## src/rtl/core/skvt_pkg.sv

```systemverilog
// ----------------------------------------------------------------------------
// skvt_pkg
// Shared constants and types for the small key/value table.
// ----------------------------------------------------------------------------
package skvt_pkg;

  localparam int DEF_ENTRIES    = 16;
  localparam int DEF_KEY_BITS   = 16;
  localparam int DEF_VALUE_BITS = 32;

  localparam int CMD_W    = 2;
  localparam int STATUS_W = 3;

  localparam logic [CMD_W-1:0] CMD_CLEAR  = 2'd0;
  localparam logic [CMD_W-1:0] CMD_ADD    = 2'd1;
  localparam logic [CMD_W-1:0] CMD_REMOVE = 2'd2;
  localparam logic [CMD_W-1:0] CMD_FIND   = 2'd3;

  localparam logic [STATUS_W-1:0] ST_OK        = 3'd0;
  localparam logic [STATUS_W-1:0] ST_INVALID   = 3'd1;
  localparam logic [STATUS_W-1:0] ST_EXISTS    = 3'd2;
  localparam logic [STATUS_W-1:0] ST_NO_SPACE  = 3'd3;
  localparam logic [STATUS_W-1:0] ST_NOT_FOUND = 3'd4;

  // controller -> datapath
  typedef struct packed {
    logic accept;
    logic issue;
    logic load;
  } skvt_ctl_t;

  // datapath -> controller
  typedef struct packed {
    logic quick;
    logic more;
    logic done;
  } skvt_sts_t;

endpackage

```

## src/rtl/core/skvt_ifs.sv

```systemverilog
// ----------------------------------------------------------------------------
// skvt interfaces
// Request and response channels of the small key/value table.
// ----------------------------------------------------------------------------
interface skvt_req_if
  import skvt_pkg::*;
#(
  parameter int KEY_BITS   = DEF_KEY_BITS,
  parameter int VALUE_BITS = DEF_VALUE_BITS
);
  logic                         valid;
  logic                         ready;
  logic [CMD_W-1:0]             command;
  logic signed [KEY_BITS-1:0]   key;
  logic [VALUE_BITS-1:0]        value;

  modport source (output valid, output command, output key, output value, input ready);
  modport sink   (input valid, input command, input key, input value, output ready);
endinterface

interface skvt_rsp_if
  import skvt_pkg::*;
#(
  parameter int VALUE_BITS = DEF_VALUE_BITS
);
  logic                  valid;
  logic                  ready;
  logic [STATUS_W-1:0]   status;
  logic [VALUE_BITS-1:0] found_value;

  modport source (output valid, output status, output found_value, input ready);
  modport sink   (input valid, input status, input found_value, output ready);
endinterface

```

## src/rtl/core/skvt_datapath.sv

```systemverilog
// ----------------------------------------------------------------------------
// skvt_datapath
// Slot memory, scan address and compare stage, result and output registers.
// ----------------------------------------------------------------------------
module skvt_datapath
  import skvt_pkg::*;
#(
  parameter int ENTRIES    = DEF_ENTRIES,
  parameter int KEY_BITS   = DEF_KEY_BITS,
  parameter int VALUE_BITS = DEF_VALUE_BITS
) (
  input  logic                       clk,
  input  logic                       rst,
  input  skvt_ctl_t                  ctl,
  output skvt_sts_t                  sts,
  input  logic [CMD_W-1:0]           req_command,
  input  logic signed [KEY_BITS-1:0] req_key,
  input  logic [VALUE_BITS-1:0]      req_value,
  output logic [STATUS_W-1:0]        rsp_status,
  output logic [VALUE_BITS-1:0]      rsp_found_value
);

  localparam int IDX_W = (ENTRIES > 1) ? $clog2(ENTRIES) : 1;
  localparam int CNT_W = $clog2(ENTRIES + 1);
  localparam int LAST  = ENTRIES - 1;

  logic [CMD_W-1:0]           command;
  logic [KEY_BITS-1:0]        key;
  logic [VALUE_BITS-1:0]      value;
  logic [CNT_W-1:0]           rd_cnt;
  logic                       cmp_live;
  logic [IDX_W-1:0]           cmp_idx;
  logic [KEY_BITS-1:0]        rd_key;
  logic [VALUE_BITS-1:0]      rd_value;
  logic                       rd_vld;
  logic [ENTRIES-1:0]         slot_vld;
  logic [STATUS_W-1:0]        res_status;
  logic [VALUE_BITS-1:0]      res_value;

  logic [KEY_BITS-1:0]        key_mem   [ENTRIES];
  logic [VALUE_BITS-1:0]      value_mem [ENTRIES];

  logic                       req_clear;
  logic                       req_bad_key;
  logic                       key_hit;
  logic                       stop;
  logic                       cmp_last;
  logic                       add_write;
  logic                       rem_hit;
  logic [STATUS_W-1:0]        scan_status;
  logic [VALUE_BITS-1:0]      scan_value;

  assign req_clear   = (req_command == CMD_CLEAR);
  assign req_bad_key = req_key[KEY_BITS-1] || (req_key == '0);

  assign sts.quick = req_clear ||
                     (((req_command == CMD_ADD) || (req_command == CMD_REMOVE)) && req_bad_key);
  assign sts.more  = (rd_cnt < CNT_W'(ENTRIES));

  assign key_hit  = rd_vld && (rd_key == key);
  assign cmp_last = (cmp_idx == IDX_W'(LAST));

  always_comb begin
    case (command)
      CMD_ADD:    stop = key_hit || !rd_vld;
      CMD_REMOVE: stop = key_hit;
      CMD_FIND:   stop = key_hit || (!rd_vld && (key == '0));
      default:    stop = 1'b1;
    endcase
  end

  assign sts.done  = cmp_live && (stop || cmp_last);
  assign add_write = cmp_live && (command == CMD_ADD) && !rd_vld;
  assign rem_hit   = cmp_live && (command == CMD_REMOVE) && key_hit;

  always_comb begin
    if (stop) begin
      scan_status = ((command == CMD_ADD) && key_hit) ? ST_EXISTS : ST_OK;
    end else if (command == CMD_ADD) begin
      scan_status = ST_NO_SPACE;
    end else begin
      scan_status = ST_NOT_FOUND;
    end
    scan_value = ((command == CMD_FIND) && stop && rd_vld) ? rd_value : '0;
  end

  always_ff @(posedge clk) begin
    if (ctl.accept) begin
      command <= req_command;
      key     <= req_key;
      value   <= req_value;
    end
  end

  always_ff @(posedge clk) begin
    if (rst) begin
      rd_cnt   <= '0;
      cmp_live <= 1'b0;
    end else begin
      if (ctl.accept) begin
        rd_cnt <= '0;
      end else if (ctl.issue) begin
        rd_cnt <= rd_cnt + CNT_W'(1);
      end
      cmp_live <= ctl.issue;
    end
  end

  always_ff @(posedge clk) begin
    if (ctl.issue) begin
      rd_key   <= key_mem[rd_cnt[IDX_W-1:0]];
      rd_value <= value_mem[rd_cnt[IDX_W-1:0]];
      rd_vld   <= slot_vld[rd_cnt[IDX_W-1:0]];
      cmp_idx  <= rd_cnt[IDX_W-1:0];
    end
  end

  always_ff @(posedge clk) begin
    if (add_write) begin
      key_mem[cmp_idx]   <= key;
      value_mem[cmp_idx] <= value;
    end
  end

  always_ff @(posedge clk) begin
    if (rst) begin
      slot_vld <= '0;
    end else if (ctl.accept && req_clear) begin
      slot_vld <= '0;
    end else if (add_write) begin
      slot_vld[cmp_idx] <= 1'b1;
    end else if (rem_hit) begin
      slot_vld[cmp_idx] <= 1'b0;
    end
  end

  always_ff @(posedge clk) begin
    if (ctl.accept) begin
      res_status <= req_clear ? ST_OK : ST_INVALID;
      res_value  <= '0;
    end else if (sts.done) begin
      res_status <= scan_status;
      res_value  <= scan_value;
    end
  end

  always_ff @(posedge clk) begin
    if (ctl.load) begin
      rsp_status      <= res_status;
      rsp_found_value <= res_value;
    end
  end

endmodule

```

## src/rtl/core/skvt_ctrl.sv

```systemverilog
// ----------------------------------------------------------------------------
// skvt_ctrl
// Sequencer for the key/value table: accept, slot scan, result hand-off.
// ----------------------------------------------------------------------------
module skvt_ctrl
  import skvt_pkg::*;
(
  input  logic      clk,
  input  logic      rst,
  input  logic      req_valid,
  output logic      req_ready,
  output logic      rsp_valid,
  input  logic      rsp_ready,
  output skvt_ctl_t ctl,
  input  skvt_sts_t sts
);

  localparam logic [1:0] S_IDLE = 2'd0;
  localparam logic [1:0] S_SCAN = 2'd1;
  localparam logic [1:0] S_POST = 2'd2;

  logic [1:0] state;
  logic [1:0] state_next;

  assign req_ready  = (state == S_IDLE);
  assign ctl.accept = req_valid && req_ready;
  assign ctl.issue  = (state == S_SCAN) && sts.more && !sts.done;
  assign ctl.load   = (state == S_POST) && (!rsp_valid || rsp_ready);

  always_comb begin
    state_next = state;
    unique case (state)
      S_IDLE: begin
        if (ctl.accept) begin
          state_next = sts.quick ? S_POST : S_SCAN;
        end
      end
      S_SCAN: begin
        if (sts.done) begin
          state_next = S_POST;
        end
      end
      S_POST: begin
        if (ctl.load) begin
          state_next = S_IDLE;
        end
      end
      default: state_next = S_IDLE;
    endcase
  end

  always_ff @(posedge clk) begin
    if (rst) begin
      state     <= S_IDLE;
      rsp_valid <= 1'b0;
    end else begin
      state <= state_next;
      if (ctl.load) begin
        rsp_valid <= 1'b1;
      end else if (rsp_ready) begin
        rsp_valid <= 1'b0;
      end
    end
  end

endmodule

```

## src/rtl/core/small_key_value_table.sv

```systemverilog
// ----------------------------------------------------------------------------
// small_key_value_table
// Fixed table of key/value slots with clear, add, remove and find commands.
// ----------------------------------------------------------------------------
// Usage:
//   req carries one command with its key and value; rsp returns one status and
//   found_value per request transaction, in order.
//   Clear, and add or remove with a key at or below zero, finish without a
//   scan. Other commands scan the slots from index 0, one slot per cycle
//   through the registered slot memory read port, and stop at the slot that
//   decides the command or after the last slot. A new request can be taken in
//   the cycle after the result is loaded. The result sits in an output
//   register; while rsp is stalled the next request is still taken and
//   scanned, and its result waits until the output register frees up.
//   Reset empties every slot at once through per-slot valid flags; no
//   clearing pass is needed, and requests are taken right after reset.
// ----------------------------------------------------------------------------
module small_key_value_table
  import skvt_pkg::*;
#(
  parameter int ENTRIES    = DEF_ENTRIES,
  parameter int KEY_BITS   = DEF_KEY_BITS,
  parameter int VALUE_BITS = DEF_VALUE_BITS
) (
  input logic       clk,
  input logic       rst,
  skvt_req_if.sink  req,
  skvt_rsp_if.source rsp
);

  skvt_ctl_t ctl;
  skvt_sts_t sts;

  skvt_ctrl u_ctrl (
    .clk       (clk),
    .rst       (rst),
    .req_valid (req.valid),
    .req_ready (req.ready),
    .rsp_valid (rsp.valid),
    .rsp_ready (rsp.ready),
    .ctl       (ctl),
    .sts       (sts)
  );

  skvt_datapath #(
    .ENTRIES    (ENTRIES),
    .KEY_BITS   (KEY_BITS),
    .VALUE_BITS (VALUE_BITS)
  ) u_datapath (
    .clk             (clk),
    .rst             (rst),
    .ctl             (ctl),
    .sts             (sts),
    .req_command     (req.command),
    .req_key         (req.key),
    .req_value       (req.value),
    .rsp_status      (rsp.status),
    .rsp_found_value (rsp.found_value)
  );

endmodule

```

## src/flat_wrapper.sv

```systemverilog
// flat-port wrapper written by rule: the top's interface ports become plain ports
module small_key_value_table_flat import skvt_pkg::*;
#(
  parameter int ENTRIES    = DEF_ENTRIES,
  parameter int KEY_BITS   = DEF_KEY_BITS,
  parameter int VALUE_BITS = DEF_VALUE_BITS
)
  (clk, rst, req_valid, req_command, req_key, req_value, req_ready, rsp_valid, rsp_status, rsp_found_value, rsp_ready);
  skvt_req_if #(.KEY_BITS(KEY_BITS), .VALUE_BITS(VALUE_BITS)) req_i ();
  skvt_rsp_if #(.VALUE_BITS(VALUE_BITS)) rsp_i ();
  input logic clk;
  input logic rst;
  input wire logic [$bits(req_i.valid)-1:0] req_valid;
  input wire logic [$bits(req_i.command)-1:0] req_command;
  input wire logic [$bits(req_i.key)-1:0] req_key;
  input wire logic [$bits(req_i.value)-1:0] req_value;
  output wire logic [$bits(req_i.ready)-1:0] req_ready;
  output wire logic [$bits(rsp_i.valid)-1:0] rsp_valid;
  output wire logic [$bits(rsp_i.status)-1:0] rsp_status;
  output wire logic [$bits(rsp_i.found_value)-1:0] rsp_found_value;
  input wire logic [$bits(rsp_i.ready)-1:0] rsp_ready;
  assign req_i.valid = req_valid;
  assign req_i.command = req_command;
  assign req_i.key = req_key;
  assign req_i.value = req_value;
  assign req_ready = req_i.ready;
  assign rsp_valid = rsp_i.valid;
  assign rsp_status = rsp_i.status;
  assign rsp_found_value = rsp_i.found_value;
  assign rsp_i.ready = rsp_ready;
  small_key_value_table #(.ENTRIES(ENTRIES), .KEY_BITS(KEY_BITS), .VALUE_BITS(VALUE_BITS)) u_core (.clk(clk), .rst(rst), .req(req_i), .rsp(rsp_i));
endmodule
```

## config.mk

```make
export PLATFORM = sky130hd
export DESIGN_NAME = small_key_value_table_flat
export DESIGN_NICKNAME = d
export VERILOG_FILES = /design/src/rtl/core/skvt_pkg.sv /design/src/rtl/core/skvt_ifs.sv /design/src/rtl/core/skvt_datapath.sv /design/src/rtl/core/skvt_ctrl.sv /design/src/rtl/core/small_key_value_table.sv /design/src/flat_wrapper.sv
export SDC_FILE = /design/constraint.sdc
export NUM_CORES = 1
export LEC_CHECK = 0
export BUFFER_PORTS_ARGS = -buffer_cell sky130_fd_sc_hd__buf_2
export CORE_ASPECT_RATIO = 1.2
export CORE_MARGIN = 8
export CORE_UTILIZATION = 32
export DETAILED_ROUTE_END_ITERATION = 6
export GPL_ROUTABILITY_DRIVEN = 0
export HOLD_SLACK_MARGIN = 0.02
export PLACE_DENSITY = 0.54
export SETUP_SLACK_MARGIN = 0.02
export SYNTH_ARGS = -nofsm -noshare
export SYNTH_HDL_FRONTEND = slang
export SYNTH_SLANG_ARGS = --single-unit
```

## constraint.sdc

```tcl
create_clock -name clk -period 5.1 [get_ports clk]
set_clock_uncertainty 0.2 [all_clocks]
set_input_delay 1.02 -clock clk [delete_from_list [all_inputs] [get_ports clk]]
set_output_delay 1.02 -clock clk [all_outputs]
set_load 0.01 [all_outputs]
```

# [After elaboration in Yosys (flattened, before gate mapping)]
# Memory sizes are Yosys's and may differ from the RTL's. A register that Yosys moved wholly into a read port is not among the register bits.
# Index checks and enable logic that the tools add are counted.
[word_totals] regBits=150 latch_bits=0 ram_bits=768 rom_bits=0 in_bits=54 output_inout_bits=37 wordCells=96 mem_count=2
[memory_table] memory="u_core.u_datapath.value_mem" words=16 width=32 rd=1 rd_clocked_by_memory_dff=1 wr=1 line="skvt_datapath.sv:41" text="logic [VALUE_BITS-1:0] value_mem [ENTRIES];"
[memory_table] memory="u_core.u_datapath.key_mem" words=16 width=16 rd=1 rd_clocked_by_memory_dff=1 wr=1 line="skvt_datapath.sv:40" text="logic [KEY_BITS-1:0] key_mem [ENTRIES];"
[op_classes] n_addsub=1 multipliers=0 div_mod_pow=0 n_lt_le_gt_ge=4 n_eq_ne=12 n_shift=0 muxes=23 bitwise_logic=3 reduce_logical=37
[ops] cell="$logic_not 16->1" n=2
[ops] cell="$mux 16" n=2
[ops] cell="$mux 32" n=1
[ops] cell="$logic_and 1x1->1" n=17
[ops] cell="$and 16x16->16" n=1
[ops] cell="$eq 16x16->1" n=1
[ops] cell="$not 16->16" n=1
[ops] cell="$or 16x16->16" n=1
[ops] cell="$mux 3" n=4
[ops] cell="$lt 4x5->1 const B" n=2
[ops] cell="$mux 2" n=5
[ops] cell="$eq 2x2->1 const B" n=4
[ops] cell="$logic_or 1x1->1" n=7
[ops] cell="$mux 1" n=7
[ops] cell="$eq 2x1->1 const B" n=3
[ops] cell="$pmux 2 s3" n=1
[ops] cell="$reduce_bool 2->1" n=3
[ops] cell="$add 5x1->5 const B" n=1
[ops] cell="$lt 5x5->1 const B" n=1
[ops] cell="$bmux 1 s4" n=1
[ops] cell="$demux 1 s4" n=1
[ops] cell="$eq 4x4->1 const B" n=1
[ops] cell="$ge 4x1->1 const B" n=1
[ops] cell="$logic_not 2->1" n=2
[ops] cell="other kinds (6)" n=10

# [Longest topological paths before layout]
# Gate-level depths: netlist of the first run.
[depth] depth_word=8 depth_mapped=8 ltp_nobuf=7

# [Cells and area by module]
# Synthesis of the first run repeated with hierarchy kept, for this count alone.
[hier_totals] hier_cells=1471 area_unflattened_um2=35671.7
[modules_own_cells] module="skvt_datapath" n_inst=1 cells_each=1454 area_per_inst_um2=35500.3 seq_area_each_um2=28377.2
[modules_own_cells] module="skvt_ctrl" n_inst=1 cells_each=17 area_per_inst_um2=171.4 seq_area_each_um2=60.1

# [Least setup slack after synthesis of the first run]
# Ideal clock, no wire load.
[synth_timing] kind="register -> register" startpoint="register u_core.u_datapath.key[12]" endpoint="register u_core.u_datapath.cmp_idx[0], enable pin" setup_time_ps=464 arrival_time_ps=3884 setup_slack_ps=552 path_stages_with_launch=8 n_path_buf=0 period_less_slack_ps=4548 path_cell_list="edfxtp_1 xnor2_1 nand4_1 nand2b_1 nor3_1 o31ai_1 nand2_1 nor2_1"
[synth_lines] item="from (decl)" line="skvt_datapath.sv:28" text="logic [KEY_BITS-1:0] key;"
[synth_lines] item="from (signal assigned)" line="skvt_datapath.sv:90" text="key <= req_key;"
[synth_lines] item="to (signal assigned)" line="skvt_datapath.sv:114" text="cmp_idx <= rd_cnt[IDX_W-1:0];"
[synth_lines] item="to (decl)" line="skvt_datapath.sv:32" text="logic [IDX_W-1:0] cmp_idx;"

==> impl_metrics.toml, run 1 <==
[run_status]
status = "complete, no violations"

[floorplan]
die-area_mm2 = 0.123
start_util_pct = 32.2
die_y_um = 382
std_cell_rows = 134
design.core.area_mm2 = 0.111
die_w_um = 321
ios = 91

[critical_path]
critPathMaxStageDelay_ps = 760
cp_cell_sequence = "xor2_1 > nor4_1 > nand2_1 > nor3_1 > o31ai_1 > nand2_1 > nor2_4 > buf_4"
arrival_ps = 3760
rrSetupSlack_ps = 1390
path_class = "flop to flop"
crit_path_frequent_cell = "nand2_1"
crit-reg2reg-capture = "u_core.u_datapath.rd_value[12]$_DFFE_PP_"
reg2reg_from = "u_core.u_datapath.key[7]$_DFFE_PP_"
cp_slowest_cell = "edfxtp_1"
start_kind = "flop"
cp.required_ps = 5150
path_max_fanout = 53
end_kind = "flop"
ff2ff_path_depth = 8

[logic_synthesis]
synthCells = 1571
yosys_warnings = 0
synth_top_area_share_pct = 76.3
synth_mux_area_share_pct = 15.5
synthTopCellsByArea = "edfxtp_1 (76%), mux4_2 (15%), dfxtp_1 (3.2%)"
synthesis.area_mm2 = 0.0358
syn_nets = 1627
synth_fa_ha_area_share_pct = 0.0699
ys_seq_elements = 966
ys_async_sr_fraction_pct = 0
synth-simple-area-share_pct = 2.16
synthDistinctLibCells = 41
avgSynthCellArea_um2 = 22.8
synth-edff-count = 909
synth_top_family_by_area = "multiplexers"
synth_xor_area_share_pct = 0.392
synth-main-ff-cell = "edfxtp_1"
synth.largest_area_cell = "edfxtp_1"
synth_compound_area_share_pct = 1.37
synth_seq_area_share_pct = 79.5

[clocking]
path_clk_slew_ps = 70
cts_buffers = 91
cts_tree = "built"
cts_hold_buf = 0
max-clock-path-buffers = 3
h-tree-depth = 3
cts_root_buf = "clkbuf_16"
post_cts_resized = 0
clock_latency_ps = 650
clock-sinks = 966
cts_setup_buffers = 0

[global_routing]
grt_overflow = 0
first_global_vias = 17400
grt_max_degree = 70
gr-usage-all-layers_pct = 14.2
antenna_found_initial = 5
grt_pass1_wl_mm = 126

[min_path]
whs_path_depth = 0
hold_path_class = "flop to flop"
hold_start = "u_core.u_datapath.res_status[2]$_SDFFCE_PP0P_"
min_to = "u_core.u_datapath.rsp_status[2]$_DFFE_PP_"

[timing]
min_period_ps = 3710
finalMaxSlewViolations = 0
report.final.setup_viol = 0
rsz0062_at_grt = "no"
hold_viol_final = 0
finalSetupTns_ps = 0
post-route-period-util_pct = 72.7
worstMarginPinSlew_ps = 991
finalWorstSetupSlack_ps = 1390
slew_headroom_pct = 33.9
fmax_ghz = 0.270

[power]
ir_drop_mv = 0.230
power_leakage_nw = 12.7
powerDensity_mw_per_mm2 = 395

[layout]
final_cell_mix = "edfxtp_1 (909), mux4_2 (245), nand2_1 (94), clkbuf_16 (94), buf_2 (90)"
drive_gt1_share_pct = 30.4
layout_commonest_cell = "edfxtp_1"
syn2layout_area_growth_pct = 15.6
nNetsFinal = 1784
design_area_mm2 = 0.0414

[detailed_routing]
wirelength_mm = 88.2
first_iter_violations = 1699
first_pass_iters = 7
route.vias.total = 16500
wl_per_cell_um = 26.7
via_per_inst = 4.99
antenna_left = 0
drc = 0

[run]
max_cap_violations = 0

[placement]
pre_cts_ws_ps = 1430
placed_area_mm2 = 0.0383
io_buffers = 90
hpwl_mm = 49.5
## area by class of cell
cell class / instances / area [µm²]
fill: 10100 / 69600
clock buffer: 123 / 2530
multi-input combinational: 511 / 6980
antenna: 1 / 2.50
sequential: 966 / 28500
inverter: 21 / 98.8
timing repair buffer: 137 / 866
tap: 1496 / 1870
clock inverter: 49 / 552
## worst max-delay path by stage
stage	startpoint	end	depth (start not counted)
floorplan	u_core.u_datapath.key[12]$_DFFE_PP_	u_core.u_datapath.cmp_idx[0]$_DFFE_PP_	7
global placement	u_core.u_datapath.key[2]$_DFFE_PP_	u_core.u_datapath.rd_cnt[3]$_SDFFE_PP0P_	7
detailed placement	u_core.u_datapath.key[7]$_DFFE_PP_	u_core.u_datapath.rd_value[13]$_DFFE_PP_	8
CTS	u_core.u_datapath.key[7]$_DFFE_PP_	u_core.u_datapath.rd_value[12]$_DFFE_PP_	8
global route	u_core.u_datapath.key[7]$_DFFE_PP_	u_core.u_datapath.rd_value[12]$_DFFE_PP_	8
finish	u_core.u_datapath.key[7]$_DFFE_PP_	u_core.u_datapath.rd_value[12]$_DFFE_PP_	8
## logic make-up after synthesis
| group | count (synthesis) |
|---|---|
| DFF | 966 |
| AOI/OAI and AO/OA | 81 |
| muxes | 246 |
| adders and majority gates | 2 |
| xor gates and xnor gates | 16 |
| buffers and inverters | 94 |
| and+or+nand+nor | 166 |
## per-layer routing
metal,GRT usage [%],part of all wire (%),vias up
li1,-,-,6904
met1,19.4,44,8948
met2,23.0,48,512
met3,2.45,5.2,130
met4,4.34,2.4,2
met5,0,0.014,-
## state kept, by name, summed over array words and instances (netlist names), 2 cells and up, named ones only
signal,cells
u_core.u_datapath.rd_value,32
u_core.u_datapath.res_value,32
u_core.u_datapath.value_mem,512
u_core.u_datapath.rd_key,16
u_core.u_datapath.key,16
u_core.u_datapath.value,32
u_core.u_datapath.rd_cnt,5
u_core.u_ctrl.state,2
u_core.u_datapath.cmp_idx,4
u_core.u_datapath.command,2
u_core.u_datapath.key_mem,256
u_core.u_datapath.rsp_found_value,32
u_core.u_datapath.rsp_status,3
u_core.u_datapath.res_status,3
## power breakdown
group / internal [mW] / switching [mW]
registers: 8.79 / 0.158
logic: 0.177 / 0.231
clock network: 4.06 / 2.92
total: 13.0 / 3.31
## cell usage after synthesis, types with 7 or more instances
cell / count
nor2b_1: 8
buf_2: 12
o22ai_1: 32
inv_1: 21
nor2_1: 10
edfxtp_1: 909
xor2_1: 11
dfxtp_1: 57
mux4_2: 245
a21oi_1: 21
nand3_1: 8
nor3_1: 7
nand2_1: 95
nand2b_1: 8
buf_1: 8
clkbuf_1: 49
nor4_1: 11
o21ai_0: 15
## per-stage QoR
step	power (mW)	instances	utilization [%]	hold slack [ps]
global route	16.8	3303	37.3	243
global placement	9.52	3131	34.5	215
detailed placement	9.54	3131	34.5	218
CTS	16.5	3303	37.3	234
finish	16.3	3304	37.3	232
floorplan	9.33	1571	-	200
## worst max-delay path: cells and delay by family, from the launching register on
kind | cells | cell delay, ps
and+or+nand+nor | 5 | 730
buffers and inverters | 1 | 690
DFF | 1 | 760
xor gates and xnor gates | 1 | 300
AOI/OAI and AO/OA | 1 | 600
Power figures use the tool's default switching activity.
==> run 2: changes to the inputs <==
--- a/config.mk
+++ b/config.mk
@@ -12,7 +12,7 @@
 export DETAILED_ROUTE_END_ITERATION = 6
 export GPL_ROUTABILITY_DRIVEN = 0
 export HOLD_SLACK_MARGIN = 0.02
-export PLACE_DENSITY = 0.54
+export PLACE_DENSITY = 0.56
 export SETUP_SLACK_MARGIN = 0.02
 export SYNTH_ARGS = -nofsm -noshare
 export SYNTH_HDL_FRONTEND = slang
==> constraint.sdc (replaced) <==
create_clock -name clk -period 3 [get_ports clk]
set_clock_uncertainty 0.2 [all_clocks]
set_input_delay 0.6 -clock clk [delete_from_list [all_inputs] [get_ports clk]]
set_output_delay 0.6 -clock clk [all_outputs]
set_load 0.01 [all_outputs]
==> run 2 against run 1 <==
Net effect:
- first-iteration DRC count fell by 7.3%
- critical path depth fell by 1
- clock power rose by 63%
- clock-buffer cell count rose by 16
- setup slack got worse by 1200 ps
- maximum frequency rose by 30%
- sequential share of layout area fell by 2.1 points
- via count rose by 2.8%
- worst hold slack got worse by 110 ps
- non-clock buffer count rose by 99
- final area rose by 3.1%
- core utilization rose by 1.2 points
- critical path type unchanged
- critical endpoint is now u_core.u_datapath.res_value[13]$_SDFFE_PP0P_
==> impl_metrics.toml, run 2 (same netlist as run 1, synthesis figures left out) <==
[run_status]
status = "complete, no violations"

[detailed_routing]
first_pass_iters = 5
route.vias.total = 17000
via_per_inst = 4.98
antenna_left = 0
wirelength_mm = 85.8
drc = 0
first_iter_violations = 1575
wl_per_cell_um = 25.2

[floorplan]
die-area_mm2 = 0.123
die_y_um = 382
design.core.area_mm2 = 0.111
die_w_um = 321
start_util_pct = 32.2
std_cell_rows = 134
ios = 91

[clocking]
clock-sinks = 966
clock_latency_ps = 660
path_clk_slew_ps = 60
cts_buffers = 96
max-clock-path-buffers = 3
cts_tree = "built"
cts_root_buf = "clkbuf_16"
h-tree-depth = 3

[layout]
largest_reg_flops = 512
layout_commonest_cell = "edfxtp_1"
multiInputGateArea_mm2 = 0.00699
nNetsFinal = 1888
largestRegisters = "u_core.u_datapath.value_mem x512, u_core.u_datapath.key_mem x256"
design_area_mm2 = 0.0426
syn2layout_area_growth_pct = 19.2
drive_gt1_share_pct = 31.2
n_fill_cell = 9949
regArea_mm2 = 0.0285
diodes = 0
largest_register = "u_core.u_datapath.value_mem"
final_cell_mix = "edfxtp_1 (909), mux4_2 (245), clkbuf_16 (97)"

[min_path]
hold_path_class = "primary input to flop"

[power]
switching_share_pct = 20.7
sequentialPowerShare_pct = 55.1
p_comb_share_pct = 3.3
power_leakage_nw = 13.2
powerDensity_mw_per_mm2 = 644
ir_drop_mv = 0.434
internal_power_mw = 21.8
p_switching_mw = 5.69
clkPwrFrac_pct = 41.6

[critical_path]
end_kind = "flop"
arrival_ps = 3170
cp_slowest_cell = "or4_1"
cp_cell_sequence = "or4_1 > or4_1 > o22ai_2 > buf_4 > o31a_2 > buf_4 > o22ai_1"
path_max_fanout = 22
cp.required_ps = 3320
start_kind = "flop"
path_class = "flop to flop"
critPathMaxStageDelay_ps = 560

[global_routing]
gr-usage-all-layers_pct = 13.7
antenna_found_initial = 0
grt_max_degree = 54
first_global_vias = 17700
grt_pass1_wl_mm = 124
grt_overflow = 0

[timing]
rsz0062_at_grt = "no"
finalMaxSlewViolations = 0
hold_viol_final = 0
slew_headroom_pct = 58.1
min_period_ps = 2850
finalSetupTns_ps = 0
worstMarginPinSlew_ps = 629
report.final.setup_viol = 0
fmax_ghz = 0.351
post-route-period-util_pct = 95.1

[run]
max_cap_violations = 0

[placement]
io_buffers = 90
placed_area_mm2 = 0.0391
hpwl_mm = 48.0
[run 2: cell types whose count changed in the layout (fill, tap and decap cells not counted), moves of 2 or more]
cell and change:
clkinv_2 -21, inv_2 +15, clkbuf_1 +9, clkinvlp_4 +2, bufinv_16 -9, clkbuf_16 +3, dlygate4sd3_1 +51, buf_4 +7
buf_12 +40, clkinv_8 +2, clkbuf_8 +4
[run 2: area by class of cell]
class                           count  share of cell area [%]
Timing Repair Buffer              236                    5.29
Tap cell                         1496                    4.39
Multi-Input combinational cell    511                    16.4
Sequential cell                   966                    66.7
Clock buffer                      139                    6.32
Clock inverter                     38                   0.701
Inverter                           21                   0.188
[run 2: routing by layer]
| metal | routed length, µm | global-route usage (%) |
|---|---|---|
| met1 | 36900 | 18.8 |
| met2 | 42100 | 22.6 |
| met3 | 5040 | 2.48 |
| met4 | 1820 | 3.68 |
| met5 | 0 | 0 |
[run 2: path summary, 6_finish.rpt]
path / start / endpoint / slack (ps) / depth (start not counted)
setup / recovery: u_core.u_datapath.key[2]$_DFFE_PP_ / u_core.u_datapath.res_value[13]$_SDFFE_PP0P_ / 150 / 7
hold / removal: rsp_ready / u_core.u_ctrl.rsp_valid$_SDFFE_PP0P_ / 120 / 3
setup reg to reg: u_core.u_datapath.key[2]$_DFFE_PP_ / u_core.u_datapath.res_value[13]$_SDFFE_PP0P_ / 150 / 7
hold reg to reg: u_core.u_datapath.res_status[2]$_SDFFCE_PP0P_ / u_core.u_datapath.rsp_status[2]$_DFFE_PP_ / 230 / 0
[run 2: worst max-delay path: cells and delay by family (launching register included)]
family,cells,cell delay (ps)
buf+inv,2,490
simple gates,2,1070
flops,1,420
compound gates,3,500
[run 2: repair_timing]
item	CTS	global route
gates resized for setup	0	2
setup endpoints to repair	0	75
hold endpoints to repair	54	0
hold buffers	51	0
buffers inserted	0	1
[run 2: through the flow]
stage	utilization (%)	total power, mW	hold WS (ps)	instances	setup WS [ps]
after floorplan	-	15.9	200	1571	26.1
after global placement	35.2	16.3	212	3178	148
after detailed placement	35.2	16.3	216	3178	169
after CTS	38.4	27.7	83.5	3406	120
after global routing	38.4	28.3	138	3407	45.4
final	38.4	27.5	122	3407	148
[run 2: power by group through the flow]
| stage | Combinational, mW | Sequential, mW | Clock (mW) |
|---|---|---|---|
| after floorplan | 0.483 | 15.4 | 0 |
| after global placement | 0.865 | 15.4 | 0 |
| after detailed placement | 0.876 | 15.4 | 0 |
| after CTS | 0.934 | 15.1 | 11.7 |
| after global routing | 0.990 | 15.1 | 12.2 |
| final | 0.920 | 15.1 | 11.4 |
==> run 3: changes to the inputs <==
--- a/config.mk
+++ b/config.mk
@@ -5,14 +5,13 @@
 export SDC_FILE = /design/constraint.sdc
 export NUM_CORES = 1
 export LEC_CHECK = 0
-export BUFFER_PORTS_ARGS = -buffer_cell sky130_fd_sc_hd__buf_2
-export CORE_ASPECT_RATIO = 1.2
-export CORE_MARGIN = 8
+export CORE_MARGIN = 3
 export CORE_UTILIZATION = 32
 export DETAILED_ROUTE_END_ITERATION = 6
+export DONT_BUFFER_PORTS = 1
 export GPL_ROUTABILITY_DRIVEN = 0
 export HOLD_SLACK_MARGIN = 0.02
-export PLACE_DENSITY = 0.56
+export PLACE_DENSITY = 0.55
 export SETUP_SLACK_MARGIN = 0.02
 export SYNTH_ARGS = -nofsm -noshare
 export SYNTH_HDL_FRONTEND = slang
==> run 3 against run 2 <==
Net effect:
- die area decreased by 5.7%
- core utilization fell by 0.22 points
- global-route usage grew 1.0 points
- setup slack better by 71 ps
- worst hold slack improved by 33 ps
- sequential share of layout area is 0.49 points higher
- largest power group unchanged
==> impl_metrics.toml, run 3 (same netlist as run 1, synthesis figures left out) <==
[run_status]
status = "complete, no violations"

[global_routing]
first_global_vias = 17400
grt_pass1_wl_mm = 125
gr-usage-all-layers_pct = 14.8
grt_max_degree = 59
antenna_found_initial = 4
grt_overflow = 0

[clocking]
clock-sinks = 966
max-clock-path-buffers = 3
post_cts_resized = 0
path_clk_slew_ps = 60
cts_hold_buf = 51
cts_root_buf = "clkbuf_16"
cts_buffers = 99
cts_setup_buffers = 0
h-tree-depth = 3
cts_tree = "built"
clock_latency_ps = 650

[layout]
finalNonFillerCells = 3317
nNetsFinal = 1793
syn2layout_area_growth_pct = 18.3
n_fill_cell = 9943
final_cell_mix = "edfxtp_1 (909), mux4_2 (245), clkbuf_16 (100)"
largest_register = "u_core.u_datapath.value_mem"
largest_reg_flops = 512
layout_commonest_cell = "edfxtp_1"
largestRegisters = "u_core.u_datapath.value_mem x512, u_core.u_datapath.key_mem x256"
drive_gt1_share_pct = 28.0

[critical_path]
path_max_fanout = 29
arrival_ps = 2930
start_kind = "flop"
end_kind = "flop"
cp.required_ps = 3150
path_class = "flop to flop"

[timing]
finalSetupTns_ps = 0
slew_headroom_pct = 56.0
hold_viol_final = 0
finalWorstSetupSlack_ps = 219
post-route-period-util_pct = 92.7
finalMaxSlewViolations = 0
report.final.setup_viol = 0
whs_ps = 155
rsz0062_at_grt = "no"
min_period_ps = 2780
fmax_ghz = 0.360
worstMarginPinSlew_ps = 657

[floorplan]
std_cell_rows = 122
die-area_mm2 = 0.116
start_util_pct = 32.3
die_w_um = 340
design.core.area_mm2 = 0.111
ios = 91
die_y_um = 340

[run]
max_cap_violations = 0

[power]
internal_power_mw = 22.5
power_leakage_nw = 12.9
ir_drop_mv = 0.478
clkPwrFrac_pct = 43.4
sequentialPowerShare_pct = 53.6
switching_share_pct = 20.4
powerDensity_mw_per_mm2 = 666
p_comb_share_pct = 3.0
p_switching_mw = 5.76

[detailed_routing]
wl_per_cell_um = 26.0
first_iter_violations = 1662
antenna_left = 0
route.vias.total = 16800
via_per_inst = 5.05
first_pass_iters = 5
drc = 0
wirelength_mm = 86.2

[min_path]
hold_path_class = "primary input to flop"

[placement]
io_buffers = 0
dp_cells = 3073
hpwl_mm = 46.4
pre_cts_ws_ps = 222
-- run 3: cell count changes in the layout (fill, tap and decap cells not counted), moves of 3 or more --
cell / change
clkbuf_8: -3
buf_2: -90
clkinvlp_4: -3
clkinv_2: +10
bufinv_16: +7
diode_2: +7
buf_12: -5
clkinv_1: +6
inv_6: -3
clkbuf_1: -10
clkbuf_16: +3
-- run 3: routing by layer --
layer,vias to the layer above,wire [µm],global-route usage [%]
li1,6952,-,-
met2,563,39500,22.5
met4,0,1820,4.18
met1,9146,39700,21.9
met3,102,5180,2.65
met5,-,0,0
-- run 3: area by class of cell --
cell class	count	area (µm²)	area share (%)
Clock inverter	57	583	1.38
Antenna cell	7	17.5	0.0414
Multi-Input combinational cell	511	6980	16.5
Inverter	21	80.1	0.189
Clock buffer	129	2690	6.36
Timing Repair Buffer	138	1660	3.93
Sequential cell	966	28500	67.2
Tap cell	1488	1860	4.40
-- run 3: path summary, 6_finish.rpt --
path | from | endpoint | slack, ps | depth (start not counted)
worst max register to register | u_core.u_datapath.key[1]$_DFFE_PP_ | u_core.u_datapath.rd_value[17]$_DFFE_PP_ | 220 | 9
worst max-delay path | u_core.u_datapath.key[1]$_DFFE_PP_ | u_core.u_datapath.rd_value[17]$_DFFE_PP_ | 220 | 9
worst min-delay path | rsp_ready | u_core.u_ctrl.rsp_valid$_SDFFE_PP0P_ | 150 | 2
worst min register to register | u_core.u_datapath.res_status[1]$_SDFFCE_PP0P_ | u_core.u_datapath.rsp_status[1]$_DFFE_PP_ | 230 | 0
-- run 3: metrics by stage --
| step | utilization, % | instance area [µm²] | total power, mW |
|---|---|---|---|
| floorplan | - | 35800 | 15.9 |
| global placement | 34.8 | 38500 | 16.2 |
| detailed placement | 34.8 | 38500 | 16.2 |
| CTS | 38.2 | 42300 | 28.5 |
| global route | 38.2 | 42300 | 29.2 |
| finish | 38.2 | 42300 | 28.2 |
-- run 3: worst max-delay path, stage by stage, from the launching register on --
cell	delay, ps
edfxtp_1	400
buf_4	210
xnor2_1	150
nand4_1	120
nand2b_1	120
nor3_1	70
o31ai_2	440
nand2_1	250
nor2_4	250
buf_12	240
-- run 3: power by group through the flow --
stage / registers [mW] / clock network (mW) / logic (mW)
CTS: 15.1 / 12.5 / 0.869
global placement: 15.4 / 0 / 0.786
finish: 15.1 / 12.2 / 0.849
detailed placement: 15.4 / 0 / 0.797
floorplan: 15.4 / 0 / 0.483
global route: 15.1 / 13.1 / 0.917
